`src/hdl/prc4_pkg.sv`:
```
// Package for the printable RC4 stream cipher unit.
// Shared types, the printable-range constants and the register indexes.
// No dependencies.
`default_nettype none

package prc4_pkg;

  // Printable ASCII window and its span
  localparam logic [7:0] LowPrint  = 8'd32;
  localparam logic [7:0] HighPrint = 8'd126;
  localparam logic [8:0] PrintSpan = 9'd95;
  localparam logic [8:0] TwoSpans  = 9'd190;
  localparam logic [8:0] ThreeSpans = 9'd285;

  // Last entry of the 256-entry permutation
  localparam logic [7:0] LastIndex = 8'hFF;
  localparam int unsigned PermDepth = 256;

  // Configuration register indexes
  typedef enum logic [1:0] {
    CfgKeyLow  = 2'd0,
    CfgKeyHigh = 2'd1,
    CfgDir     = 2'd2
  } cfg_idx_t;

  // One classified item as it waits between front and back end
  typedef struct packed {
    logic [7:0] chr;
    logic       start;   // rerun key schedule before this byte
    logic       cipher;  // printable and a key is scheduled
  } item_t;

endpackage

`default_nettype wire

```
`src/hdl/printable_rc4_stream_cipher_unit.sv`:
```
// Printable RC4 stream cipher unit, top level.
// Each byte passes the queue and then the output register. Throughput: one plain
// byte per cycle while the output is not stalled; a ciphered byte runs dependent
// reads of S[i], S[j], S[t] before the next byte is taken. A message start first
// reruns the identity fill and the key schedule over all 256 permutation entries.
// Reset: synchronous active-low rst_n; key, direction, indices, key flag cleared.
`default_nettype none

module printable_rc4_stream_cipher_unit #(
  parameter int unsigned QUEUE_DEPTH = 2
) (
  input  wire         clk,
  input  wire         rst_n,
  // input stream
  input  wire         in_tvalid,
  output logic        in_tready,
  input  wire  [7:0]  in_tdata,   // [7:0] char_in
  input  wire         in_tuser,   // [0] message_start
  // result stream
  output logic        out_tvalid,
  input  wire         out_tready,
  output logic [7:0]  out_tdata,  // [7:0] char_out
  output logic        out_tuser,  // [0] ciphered
  // configuration writes
  input  wire         cfg_valid,
  output logic        cfg_ready,
  input  wire  [1:0]  cfg_index,
  input  wire  [63:0] cfg_data
);

  import prc4_pkg::*;

  logic [63:0] key_low_r, key_low_nxt;
  logic [63:0] key_high_r, key_high_nxt;
  logic        dir_r, dir_nxt;

  logic  push_valid, push_ready;
  item_t push_item;
  logic  pop_valid, pop_ready;
  item_t pop_item;

  assign cfg_ready = 1'b1;

  // Register write decode
  always_comb begin
    key_low_nxt  = key_low_r;
    key_high_nxt = key_high_r;
    dir_nxt      = dir_r;
    if (cfg_valid) begin
      unique case (cfg_idx_t'(cfg_index))
        CfgKeyLow:  key_low_nxt  = cfg_data;
        CfgKeyHigh: key_high_nxt = cfg_data;
        CfgDir:     dir_nxt      = cfg_data[0];
        default:    ;
      endcase
    end
  end

  always_ff @(posedge clk) begin
    if (!rst_n) begin
      key_low_r  <= '0;
      key_high_r <= '0;
      dir_r      <= 1'b0;
    end else begin
      key_low_r  <= key_low_nxt;
      key_high_r <= key_high_nxt;
      dir_r      <= dir_nxt;
    end
  end

  prc4_front u_front (
    .clk        (clk),
    .rst_n      (rst_n),
    .in_valid   (in_tvalid),
    .in_ready   (in_tready),
    .in_char    (in_tdata),
    .in_start   (in_tuser),
    .push_valid (push_valid),
    .push_ready (push_ready),
    .push_item  (push_item)
  );

  prc4_queue #(
    .DEPTH (QUEUE_DEPTH)
  ) u_queue (
    .clk        (clk),
    .rst_n      (rst_n),
    .push_valid (push_valid),
    .push_ready (push_ready),
    .push_item  (push_item),
    .pop_valid  (pop_valid),
    .pop_ready  (pop_ready),
    .pop_item   (pop_item)
  );

  prc4_core u_core (
    .clk       (clk),
    .rst_n     (rst_n),
    .q_valid   (pop_valid),
    .q_ready   (pop_ready),
    .q_item    (pop_item),
    .key       ({key_high_r, key_low_r}),
    .dir       (dir_r),
    .out_valid (out_tvalid),
    .out_ready (out_tready),
    .out_char  (out_tdata),
    .out_ciph  (out_tuser)
  );

endmodule

`default_nettype wire

```
`src/hdl/prc4_ram.sv`:
```
// Generic single-write, single-read RAM with registered read data.
// Read during a write to the same address returns the old contents.
// No dependencies.
`default_nettype none

module prc4_ram #(
  parameter int unsigned WIDTH = 8,
  parameter int unsigned DEPTH = 256
) (
  input  wire                     clk,
  input  wire                     we,
  input  wire [$clog2(DEPTH)-1:0] waddr,
  input  wire [WIDTH-1:0]         wdata,
  input  wire [$clog2(DEPTH)-1:0] raddr,
  output logic [WIDTH-1:0]        rdata
);

  logic [WIDTH-1:0] mem [DEPTH];

  always_ff @(posedge clk) begin
    if (we) begin
      mem[waddr] <= wdata;
    end
    rdata <= mem[raddr];
  end

endmodule

`default_nettype wire

```
`src/hdl/prc4_front.sv`:
```
// Front end: accepts input items and classifies them for the back end.
// Tracks whether any key schedule has been requested yet.
// Depends on prc4_pkg.
`default_nettype none

module prc4_front (
  input  wire                 clk,
  input  wire                 rst_n,
  input  wire                 in_valid,
  output logic                in_ready,
  input  wire  [7:0]          in_char,
  input  wire                 in_start,
  output logic                push_valid,
  input  wire                 push_ready,
  output prc4_pkg::item_t     push_item
);

  import prc4_pkg::*;

  logic keyed_r, keyed_nxt;
  logic printable;
  logic accept;

  assign in_ready   = push_ready;
  assign push_valid = in_valid;
  assign accept     = in_valid && push_ready;

  // Printable bytes are ciphered once a schedule has run or runs now
  assign printable = (in_char >= LowPrint) && (in_char <= HighPrint);

  always_comb begin
    push_item.chr    = in_char;
    push_item.start  = in_start;
    push_item.cipher = printable && (keyed_r || in_start);
  end

  // Sticky flag: set by the first accepted message start
  assign keyed_nxt = keyed_r || (accept && in_start);

  always_ff @(posedge clk) begin
    if (!rst_n) begin
      keyed_r <= 1'b0;
    end else begin
      keyed_r <= keyed_nxt;
    end
  end

endmodule

`default_nettype wire

```
`src/hdl/prc4_queue.sv`:
```
// Short FIFO of classified items between front and back end.
// Each side stalls on its own; head entry is shown while not empty.
// Depends on prc4_pkg.
`default_nettype none

module prc4_queue #(
  parameter int unsigned DEPTH = 2
) (
  input  wire                   clk,
  input  wire                   rst_n,
  input  wire                   push_valid,
  output logic                  push_ready,
  input  wire prc4_pkg::item_t  push_item,
  output logic                  pop_valid,
  input  wire                   pop_ready,
  output prc4_pkg::item_t       pop_item
);

  import prc4_pkg::*;

  localparam int unsigned PtrW = (DEPTH > 1) ? $clog2(DEPTH) : 1;
  localparam int unsigned CntW = $clog2(DEPTH + 1);
  localparam logic [PtrW-1:0] LastPtr = PtrW'(DEPTH - 1);
  localparam logic [CntW-1:0] Full    = CntW'(DEPTH);

  item_t           q_r [DEPTH];
  logic [PtrW-1:0] wr_ptr_r, wr_ptr_nxt;
  logic [PtrW-1:0] rd_ptr_r, rd_ptr_nxt;
  logic [CntW-1:0] cnt_r, cnt_nxt;
  logic            do_push, do_pop;

  assign push_ready = (cnt_r != Full);
  assign pop_valid  = (cnt_r != '0);
  assign pop_item   = q_r[rd_ptr_r];
  assign do_push    = push_valid && push_ready;
  assign do_pop     = pop_valid && pop_ready;

  // Pointer and fill count update
  always_comb begin
    wr_ptr_nxt = wr_ptr_r;
    rd_ptr_nxt = rd_ptr_r;
    cnt_nxt    = cnt_r;
    if (do_push) begin
      wr_ptr_nxt = (wr_ptr_r == LastPtr) ? '0 : wr_ptr_r + 1'b1;
    end
    if (do_pop) begin
      rd_ptr_nxt = (rd_ptr_r == LastPtr) ? '0 : rd_ptr_r + 1'b1;
    end
    case ({do_push, do_pop})
      2'b10:   cnt_nxt = cnt_r + 1'b1;
      2'b01:   cnt_nxt = cnt_r - 1'b1;
      default: cnt_nxt = cnt_r;
    endcase
  end

  always_ff @(posedge clk) begin
    if (!rst_n) begin
      wr_ptr_r <= '0;
      rd_ptr_r <= '0;
      cnt_r    <= '0;
    end else begin
      wr_ptr_r <= wr_ptr_nxt;
      rd_ptr_r <= rd_ptr_nxt;
      cnt_r    <= cnt_nxt;
    end
  end

  // Storage, no reset needed
  always_ff @(posedge clk) begin
    if (do_push) begin
      q_r[wr_ptr_r] <= push_item;
    end
  end

endmodule

`default_nettype wire

```
`src/hdl/prc4_core.sv`:
```
// Back end: key schedule and keystream sequencer over the permutation RAM,
// printable wrap arithmetic and the output register.
// Depends on prc4_pkg and prc4_ram.
`default_nettype none

module prc4_core (
  input  wire                   clk,
  input  wire                   rst_n,
  input  wire                   q_valid,
  output logic                  q_ready,
  input  wire prc4_pkg::item_t  q_item,
  input  wire  [127:0]          key,
  input  wire                   dir,
  output logic                  out_valid,
  input  wire                   out_ready,
  output logic [7:0]            out_char,
  output logic                  out_ciph
);

  import prc4_pkg::*;

  typedef enum logic [9:0] {
    S_IDLE    = 10'b00_0000_0001,
    S_INIT    = 10'b00_0000_0010,
    S_KS_RD_A = 10'b00_0000_0100,
    S_KS_RD_B = 10'b00_0000_1000,
    S_KS_WR_A = 10'b00_0001_0000,
    S_KS_WR_B = 10'b00_0010_0000,
    S_PG_RD_I = 10'b00_0100_0000,
    S_PG_RD_J = 10'b00_1000_0000,
    S_PG_WR_I = 10'b01_0000_0000,
    S_PG_FIN  = 10'b10_0000_0000
  } state_t;

  state_t     state_r, state_nxt;
  item_t      cur_r, cur_nxt;
  logic [7:0] cnt_r, cnt_nxt;
  logic [7:0] b_r, b_nxt;
  logic [7:0] i_r, i_nxt;
  logic [7:0] j_r, j_nxt;
  logic [7:0] si_r, si_nxt;
  logic [7:0] sj_r, sj_nxt;
  logic [7:0] t_r, t_nxt;
  logic       out_valid_r, out_valid_nxt;
  logic [7:0] out_char_r, out_char_nxt;
  logic       out_ciph_r, out_ciph_nxt;

  logic       ram_we;
  logic [7:0] ram_waddr, ram_wdata, ram_raddr, ram_rdata;

  logic       out_free;
  logic [7:0] i_inc;
  logic [7:0] key_byte;
  logic [7:0] kbyte;
  logic [6:0] off;
  logic [8:0] sum;
  logic [8:0] red1;
  logic [6:0] red2;
  logic [7:0] wrapped;

  prc4_ram #(
    .WIDTH (8),
    .DEPTH (PermDepth)
  ) u_perm (
    .clk   (clk),
    .we    (ram_we),
    .waddr (ram_waddr),
    .wdata (ram_wdata),
    .raddr (ram_raddr),
    .rdata (ram_rdata)
  );

  assign out_valid = out_valid_r;
  assign out_char  = out_char_r;
  assign out_ciph  = out_ciph_r;
  assign out_free  = !out_valid_r || out_ready;
  assign i_inc     = i_r + 8'd1;
  assign key_byte  = key[{cnt_r[3:0], 3'b000} +: 8];

  // Keystream byte: forward the swapped values when the final index hits them
  always_comb begin
    if (t_r == j_r) begin
      kbyte = si_r;
    end else if (t_r == i_r) begin
      kbyte = sj_r;
    end else begin
      kbyte = ram_rdata;
    end
  end

  // Wrap back into the printable window, mod 95
  always_comb begin
    off = 7'(cur_r.chr - LowPrint);
    if (dir) begin
      sum = {2'b00, off} + ThreeSpans - {1'b0, kbyte};
    end else begin
      sum = {2'b00, off} + {1'b0, kbyte};
    end
    red1    = (sum >= TwoSpans) ? sum - TwoSpans : sum;
    red2    = (red1 >= PrintSpan) ? 7'(red1 - PrintSpan) : red1[6:0];
    wrapped = {1'b0, red2} + LowPrint;
  end

  // Sequencer
  always_comb begin
    state_nxt     = state_r;
    cur_nxt       = cur_r;
    cnt_nxt       = cnt_r;
    b_nxt         = b_r;
    i_nxt         = i_r;
    j_nxt         = j_r;
    si_nxt        = si_r;
    sj_nxt        = sj_r;
    t_nxt         = t_r;
    out_valid_nxt = out_valid_r && !out_ready;
    out_char_nxt  = out_char_r;
    out_ciph_nxt  = out_ciph_r;
    ram_we        = 1'b0;
    ram_waddr     = cnt_r;
    ram_wdata     = cnt_r;
    ram_raddr     = cnt_r;
    q_ready       = 1'b0;

    unique case (state_r)
      S_IDLE: begin
        // Take an item only when its result has a free slot at the end
        if (q_valid && out_free) begin
          q_ready = 1'b1;
          cur_nxt = q_item;
          if (q_item.start) begin
            cnt_nxt   = '0;
            state_nxt = S_INIT;
          end else if (q_item.cipher) begin
            i_nxt     = i_inc;
            ram_raddr = i_inc;
            state_nxt = S_PG_RD_J;
          end else begin
            out_valid_nxt = 1'b1;
            out_char_nxt  = q_item.chr;
            out_ciph_nxt  = 1'b0;
          end
        end
      end
      S_INIT: begin
        // Identity fill, one entry a cycle
        ram_we    = 1'b1;
        ram_waddr = cnt_r;
        ram_wdata = cnt_r;
        cnt_nxt   = cnt_r + 8'd1;
        if (cnt_r == LastIndex) begin
          b_nxt     = '0;
          state_nxt = S_KS_RD_A;
        end
      end
      S_KS_RD_A: begin
        ram_raddr = cnt_r;
        state_nxt = S_KS_RD_B;
      end
      S_KS_RD_B: begin
        si_nxt    = ram_rdata;
        b_nxt     = b_r + ram_rdata + key_byte;
        ram_raddr = b_nxt;
        state_nxt = S_KS_WR_A;
      end
      S_KS_WR_A: begin
        ram_we    = 1'b1;
        ram_waddr = cnt_r;
        ram_wdata = ram_rdata;
        state_nxt = S_KS_WR_B;
      end
      S_KS_WR_B: begin
        ram_we    = 1'b1;
        ram_waddr = b_r;
        ram_wdata = si_r;
        cnt_nxt   = cnt_r + 8'd1;
        if (cnt_r == LastIndex) begin
          i_nxt = '0;
          j_nxt = '0;
          if (cur_r.cipher) begin
            state_nxt = S_PG_RD_I;
          end else begin
            out_valid_nxt = 1'b1;
            out_char_nxt  = cur_r.chr;
            out_ciph_nxt  = 1'b0;
            state_nxt     = S_IDLE;
          end
        end else begin
          state_nxt = S_KS_RD_A;
        end
      end
      S_PG_RD_I: begin
        i_nxt     = i_inc;
        ram_raddr = i_inc;
        state_nxt = S_PG_RD_J;
      end
      S_PG_RD_J: begin
        si_nxt    = ram_rdata;
        j_nxt     = j_r + ram_rdata;
        ram_raddr = j_nxt;
        state_nxt = S_PG_WR_I;
      end
      S_PG_WR_I: begin
        // Swap first half, and look up the output index meanwhile
        sj_nxt    = ram_rdata;
        ram_we    = 1'b1;
        ram_waddr = i_r;
        ram_wdata = ram_rdata;
        t_nxt     = si_r + ram_rdata;
        ram_raddr = t_nxt;
        state_nxt = S_PG_FIN;
      end
      S_PG_FIN: begin
        ram_we        = 1'b1;
        ram_waddr     = j_r;
        ram_wdata     = si_r;
        out_valid_nxt = 1'b1;
        out_char_nxt  = wrapped;
        out_ciph_nxt  = 1'b1;
        state_nxt     = S_IDLE;
      end
      default: begin
        state_nxt = S_IDLE;
      end
    endcase
  end

  // Control state
  always_ff @(posedge clk) begin
    if (!rst_n) begin
      state_r     <= S_IDLE;
      out_valid_r <= 1'b0;
      i_r         <= '0;
      j_r         <= '0;
    end else begin
      state_r     <= state_nxt;
      out_valid_r <= out_valid_nxt;
      i_r         <= i_nxt;
      j_r         <= j_nxt;
    end
  end

  // Datapath registers
  always_ff @(posedge clk) begin
    cur_r      <= cur_nxt;
    cnt_r      <= cnt_nxt;
    b_r        <= b_nxt;
    si_r       <= si_nxt;
    sj_r       <= sj_nxt;
    t_r        <= t_nxt;
    out_char_r <= out_char_nxt;
    out_ciph_r <= out_ciph_nxt;
  end

endmodule

`default_nettype wire
```
`config.mk`:
```
export PLATFORM = sky130hd
export DESIGN_NAME = printable_rc4_stream_cipher_unit
export DESIGN_NICKNAME = d
export VERILOG_FILES = /design/src/hdl/prc4_pkg.sv /design/src/hdl/printable_rc4_stream_cipher_unit.sv /design/src/hdl/prc4_ram.sv /design/src/hdl/prc4_front.sv /design/src/hdl/prc4_queue.sv /design/src/hdl/prc4_core.sv
export SDC_FILE = /design/constraint.sdc
export NUM_CORES = 2
export LEC_CHECK = 0
export ABC_AREA = 1
export BUFFER_PORTS_ARGS = -buffer_cell sky130_fd_sc_hd__clkbuf_2
export CAP_MARGIN = 40
export CELL_PAD_IN_SITES_DETAIL_PLACEMENT = 0
export CELL_PAD_IN_SITES_GLOBAL_PLACEMENT = 2
export CORE_MARGIN = 2
export CORE_UTILIZATION = 43
export DETAILED_ROUTE_END_ITERATION = 12
export GPL_ROUTABILITY_DRIVEN = 0
export MAX_ROUTING_LAYER = met4
export PLACE_DENSITY_LB_ADDON = 0.25
export SLEW_MARGIN = 0
export SYNTH_ARGS = -nofsm -noshare
export SYNTH_HDL_FRONTEND = slang
export SYNTH_SLANG_ARGS = --single-unit
```
`constraint.sdc`:
```
create_clock -name clk -period 14.66 [get_ports clk]
set_input_delay 0 -clock clk [delete_from_list [all_inputs] [get_ports clk]]
set_output_delay 0 -clock clk [all_outputs]
set_load 0.01 [all_outputs]
```
* Word-level counts from Yosys, hierarchy flattened
Memory sizes are Yosys's and may differ from the RTL's. A register that Yosys moved wholly into a read port is not among the register bits.
Cells that the tools add are included.
** Storage, ports and cells
- Register bits :: 219
- Memory bits (writable) :: 2068
- Output and inout port bits :: 12
- Memories :: 2
** Operators by class
- $add $sub $neg :: 17
- Magnitude comparators :: 4
- Equal/unequal tests :: 27
- Shift operators :: 1
- Mux-type cells :: 58
- Reductions and logical operators :: 35
** Memories
- u_core.u_perm.mem :: words 256, bits a word 8, rd ports 1, clocked after Yosys merged registers in 1, write ports 1, line prc4_ram.sv:18 : logic [WIDTH-1:0] mem [DEPTH];
- u_queue.q_r :: words 2, bits a word 10, rd ports 1, clocked after Yosys merged registers in 1, write ports 1, line prc4_queue.sv:26 : item_t q_r [DEPTH];
** Operators by type and width (number)
- $mux W8 :: 16
- $shiftx A128 B8 Y8 :: 1
- $pmux W10 S9 :: 1
- $pmux W8 S3 :: 3
- $pmux W8 S2 :: 4
- $mux W10 :: 4
- $pmux W8 S5 :: 1
- $add A8 B8 Y8 :: 4
- $mux W1 :: 21
- $mux W7 :: 3
- $mux W9 :: 2
- $add A8 B1 Y8 const B :: 2
- $eq A8 B8 Y1 :: 2
- $reduce_and A2 Y1 :: 6
- $eq A10 B1 Y1 const B :: 1
- $eq A10 B10 Y1 const B :: 1
- $eq A10 B2 Y1 const B :: 1
- $eq A10 B3 Y1 const B :: 1
- $eq A10 B4 Y1 const B :: 1
- $eq A10 B5 Y1 const B :: 1
- $eq A10 B6 Y1 const B :: 1
- $eq A10 B7 Y1 const B :: 1
- $eq A10 B8 Y1 const B :: 1
- $eq A10 B9 Y1 const B :: 1
- other kinds (33) :: 62

* Depth between registers and ports, before layout
- Depth after elaboration :: 11
- Gate-level depth with buffers :: 42
- Depth with buffers taken out :: 41

* Hierarchy
Synthesis repeated with hierarchy kept, for this count alone.
** Second synthesis, totals
- Cells, all modules :: 9054
- Area, all modules :: 97922.7 um2
** Modules (own cells, without submodules)
- prc4_ram :: instances 1, cells an instance 7003, area an instance 83396.2 um2, seq. area each 61659.1 um2
- prc4_core :: instances 1, cells an instance 1120, area an instance 7910.1 um2, seq. area each 2282.2 um2
- printable_rc4_stream_cipher_unit :: instances 1, cells an instance 837, area an instance 5467.7 um2, seq. area each 2582.5 um2
- prc4_queue :: instances 1, cells an instance 67, area an instance 980.9 um2, seq. area each 700.7 um2
- prc4_front :: instances 1, cells an instance 27, area an instance 167.7 um2, seq. area each 20.0 um2

* Least setup slack after synthesis
No wires, ideal clock.
- Path kind :: reg2reg
- Start point :: register u_core.state_r[0]
- End point :: memory u_core.u_perm.mem[0][0], data pin
- Setup time :: 1629 ps
- Data arrival time :: 8593 ps
- Data required time :: 13031 ps
- Path slack :: 4438 ps
- Cell stages (with the launch flop) :: 10
- Cells stage by stage :: dfxtp_1 -> nor2_1 -> nand2_1 -> nor2_1 -> nand2_1 -> buf_4 -> nand2_1 -> nor2_1 -> inv_1 -> o221ai_1
** On the way
- Cells in the longest elaborated chain, start to end :: 3
** RTL lines
- start, declared :: line prc4_core.sv:35 : state_t state_r, state_nxt;
- start signal, assigned :: line prc4_core.sv:235 : state_r <= state_nxt;
- $eq A10 B10 Y1 (tied with other cells) :: line prc4_core.sv:124 : unique case (state_r)
- $reduce_or A2 Y1 (no line)
- $pmux W8 S2 (*) :: line prc4_core.sv:124
- via u_core.ram_wdata[0] :: line prc4_core.sv:49 : logic [7:0] ram_waddr, ram_wdata, ram_raddr, ram_rdata;
- end, declared :: line prc4_ram.sv:18
The timed path passes the listed nets; every way through them passes the cells marked *.

* Final worst setup path
- Start point :: register u_core.cnt_r[0]
- End point :: register u_core.u_perm.rdata[7] (read register of u_core.u_perm.mem)
** On the way
- Cells in the longest elaborated chain, start to end :: 4
** RTL lines
- start, declared :: line prc4_core.sv:37 : logic [7:0] cnt_r, cnt_nxt;
- start signal, assigned :: line prc4_core.sv:245 : cnt_r <= cnt_nxt;
- parallel branches: the longest is 3 deep, another holds $add A8 B8 Y8
- $pmux W8 S5 (*) :: line prc4_core.sv:124
- end, declared :: line prc4_ram.sv:15 : output logic [WIDTH-1:0] rdata
Every way passes the cells marked *.
A chain may end at the register's enable or synchronous reset.

==> qor.txt <==
critical path required time: 15.46 ns
DR WL/cell: 23.9 um
Power, Total: 0.0261 W
Vias: 68665
fin nets: 9535
clock power share: 0.245
predominant post-synthesis flop cell: edfxtp_1
Slew Limit Fails: 0
most frequent cells in the layout: 2236 x nand2_1, 2126 x edfxtp_1, 1218 x nand3_1
total CTS buffers: 275
largest net degree at the start of global routing: 225
Tot GR Track Use: 0.260
clk_lat worst skew: 0.93 ns
WP buf/inv: 7
share of layout cells above drive strength 1: 0.0705
DP HPWL: 174 mm
crit path DAT: 8.10 ns
CTS tree: built
WHS: 0.0511 ns
Post-CTS Setup Inserts: 0
reg2reg setup slack: 7.37 ns
combinational fraction of design power: 0.451
Synth Area in Compound Gates: 0.0641
clock skew: 0.0532 ns
hold_sp: in_tuser
Max clock buf depth: 4
post-synthesis mux area share: 0.00220
Routed Antenna Nets: 0
PostCTS Resize Cnt: 0
Final setup viols: 0
# rows: 177
routed vias/inst: 5.44
Initial Util: 0.431
adder-cell area share of the yosys netlist: 0.00853
Core Area: 232000 um^2
number of global-route vias before repair: 66569
Reg clk slew, reported paths: 0.06 ns
fin crit period: 7.29 ns
flops & latches, synth: 2296
sequential share of power: 0.304
Synth Area in Simple Gates: 0.185
Final Hold Fails: 0
Crit path largest cell delay: 0.86 ns
HP Class: primary input to flop
CP max-delay cell: buf_4
I/O pins: 92
Cell Pwr Density: 230 nW/um^2
H-tree depth: 5
leak pwr: 42.4 nW
sw power: 0.0114 W
largest family of logic cells by synthesized area: simple AND/OR/NAND/NOR gates
cell area after synthesis: 100000 um^2
Die ar.: 236000 um^2
Int Power: 0.0148 W
asr flop ratio synth: 0
r2r startpoint: u_core.cnt_r[0]$_SDFFCE_PP0P_
top cell family by delay on the critical path: buffers and inverters
Starting DRT DRC Count: 6513
Fill cells: 20846
most common cell after layout, fill and taps aside: nand2_1
clk root buf: clkbuf_16
Detailed Route WL: 302 mm
drc violations: 0
maximum operating frequency: 137 MHz
synthesized area per cell: 10.8 um^2
grt total ovfl: 0
crit-path max FO: 116
Seq/Total Area, Yosys: 0.672
Syn Inst Count: 9254
Worst Reg-to-Reg Cells: 27
final period utilization: 0.497
die height: 486 um
Crit path depth: 27
initial antenna violation count: 9
post-synthesis xor/xnor area fraction: 0.00341
Post-synth EDFFs: 2126
die width: 486 um
total nets after synthesis: 9395
RSZ-0062 raised after global routing: false
VDD IR max: 0.255 mV
Worst slew margin: 0.288
worst-margin pin slew: 1.07 ns
hold depth: 4
critical path startpoint: u_core.cnt_r[0]$_SDFFCE_PP0P_
sw frac: 0.435
max cap viols: 0
startpoint types: flop
Top cell by count, worst path: nand3_1
Critical Setup Path Class: flop to flop
Synthesis Warnings: 0
first-pass iteration count of the detailed router: 6
Yosys cell types: 62
Area Growth Syn to Fin: 13.5%
clock sinks: 2296
first-pass GRT wire length: 446 mm
PortBufs: 90
status: finished, final reports clean
number of hold buffers added after CTS: 167
Fin Setup TNS: 0 ns
Worst Setup End Kind: flop
## cell families after synthesis
kind of cell	count (synthesis)
adders and majority gates	61
DFF	2296
other	1
AOI/OAI and AO/OA	972
muxes	21
xor gates and xnor gates	39
buffers and inverters	1517
and+or+nand+nor	4347
## through the flow
stage / instances / area, um^2 / utilization / worst slack [ns]
2_1_floorplan: 9254 / 100000 / - / 4.44
3_3_place_gp: 11924 / 103000 / 0.443 / 7.08
3_5_place_dp: 11986 / 104000 / 0.447 / 7.48
4_1_cts: 12621 / 114000 / 0.490 / 7.42
5_1_grt: 12630 / 114000 / 0.490 / 6.86
6_report: 12631 / 114000 / 0.490 / 7.37
## synthesized netlist by cell type (all sizes together) (12+ instances only)
cell / count / share of area
mux2i: 13 / 0.0013
inv: 947 / 0.036
clkbuf: 172 / 0.0065
edfxtp: 2126 / 0.64
o221ai: 18 / 0.0016
ha: 49 / 0.0061
nand3: 1222 / 0.061
fa: 12 / 0.0024
nor2: 701 / 0.027
buf: 394 / 0.022
nor3: 17 / 0.0012
o211ai: 521 / 0.039
nand4: 17 / 0.0011
a21oi: 57 / 0.0030
xor2: 14 / 0.0012
or2: 14 / 0.00088
o21ai: 334 / 0.017
dfxtp: 170 / 0.034
xnor2: 25 / 0.0022
o32ai: 19 / 0.0017
nand2: 2247 / 0.085
nand3b: 116 / 0.0087
## state kept, by name, summed over array words and instances (netlist names), named ones only
name	count
u_queue.cnt_r	2
u_core.out_char	8
u_core.out_valid	1
u_core.cur_r	9
u_queue.wr_ptr_r	1
key_high_r	64
u_core.cnt_r	8
u_core.u_perm.mem	2048
u_core.u_perm.rdata	8
u_queue.q_r	20
u_core.b_r	8
u_front.keyed_r	1
u_core.state_r	10
key_low_r	64
u_core.sj_r	8
u_core.i_r	8
u_core.out_ciph	1
dir_r	1
u_core.j_r	8
u_queue.rd_ptr_r	1
u_core.t_r	8
u_core.si_r	8
## area by class of cell
class                      count  area [um^2]  share of cell area
antenna                        3         7.51           0.0000661
sequential                  2296        67200               0.592
tap                         3043         3810              0.0335
inverter                     951         3590              0.0316
timing repair buffer         429         4110              0.0361
multi-input combinational   5441        26600               0.234
clock inverter                99          747             0.00658
clock buffer                 369         7510              0.0662
## per-layer routing
layer,up-vias,track usage,wire (um)
li1,32157,-,-
met4,0,0.0716,8570
met3,485,0.0341,18300
met2,2131,0.416,144000
met1,33892,0.349,132000
met5,-,-,0
## power groups by stage
stage	Sequential, W	Combinational [W]	Clock (W)
after floorplan	0.00839	0.00768	0
after global placement	0.00811	0.0115	0
after detailed placement	0.00808	0.0118	0
after CTS	0.00795	0.0119	0.00651
after global routing	0.00795	0.0129	0.00675
final	0.00795	0.0118	0.00640
## worst paths after layout
kind | to
worst max register to register | u_core.u_perm.rdata[7]$_DFF_P_
worst min-delay path | u_front.keyed_r$_SDFF_PN0_
worst min register to register | key_low_r[23]$_SDFFE_PN0P_
worst max-delay path | u_core.u_perm.rdata[7]$_DFF_P_
## tightest hold or removal path, stage by stage
cell	delay [ns]
dlygate4sd3_1	0.53
clkbuf_2	0.12
nor2_1	0.07
nor3_1	0.17
(Power assumes the default switching activity.)
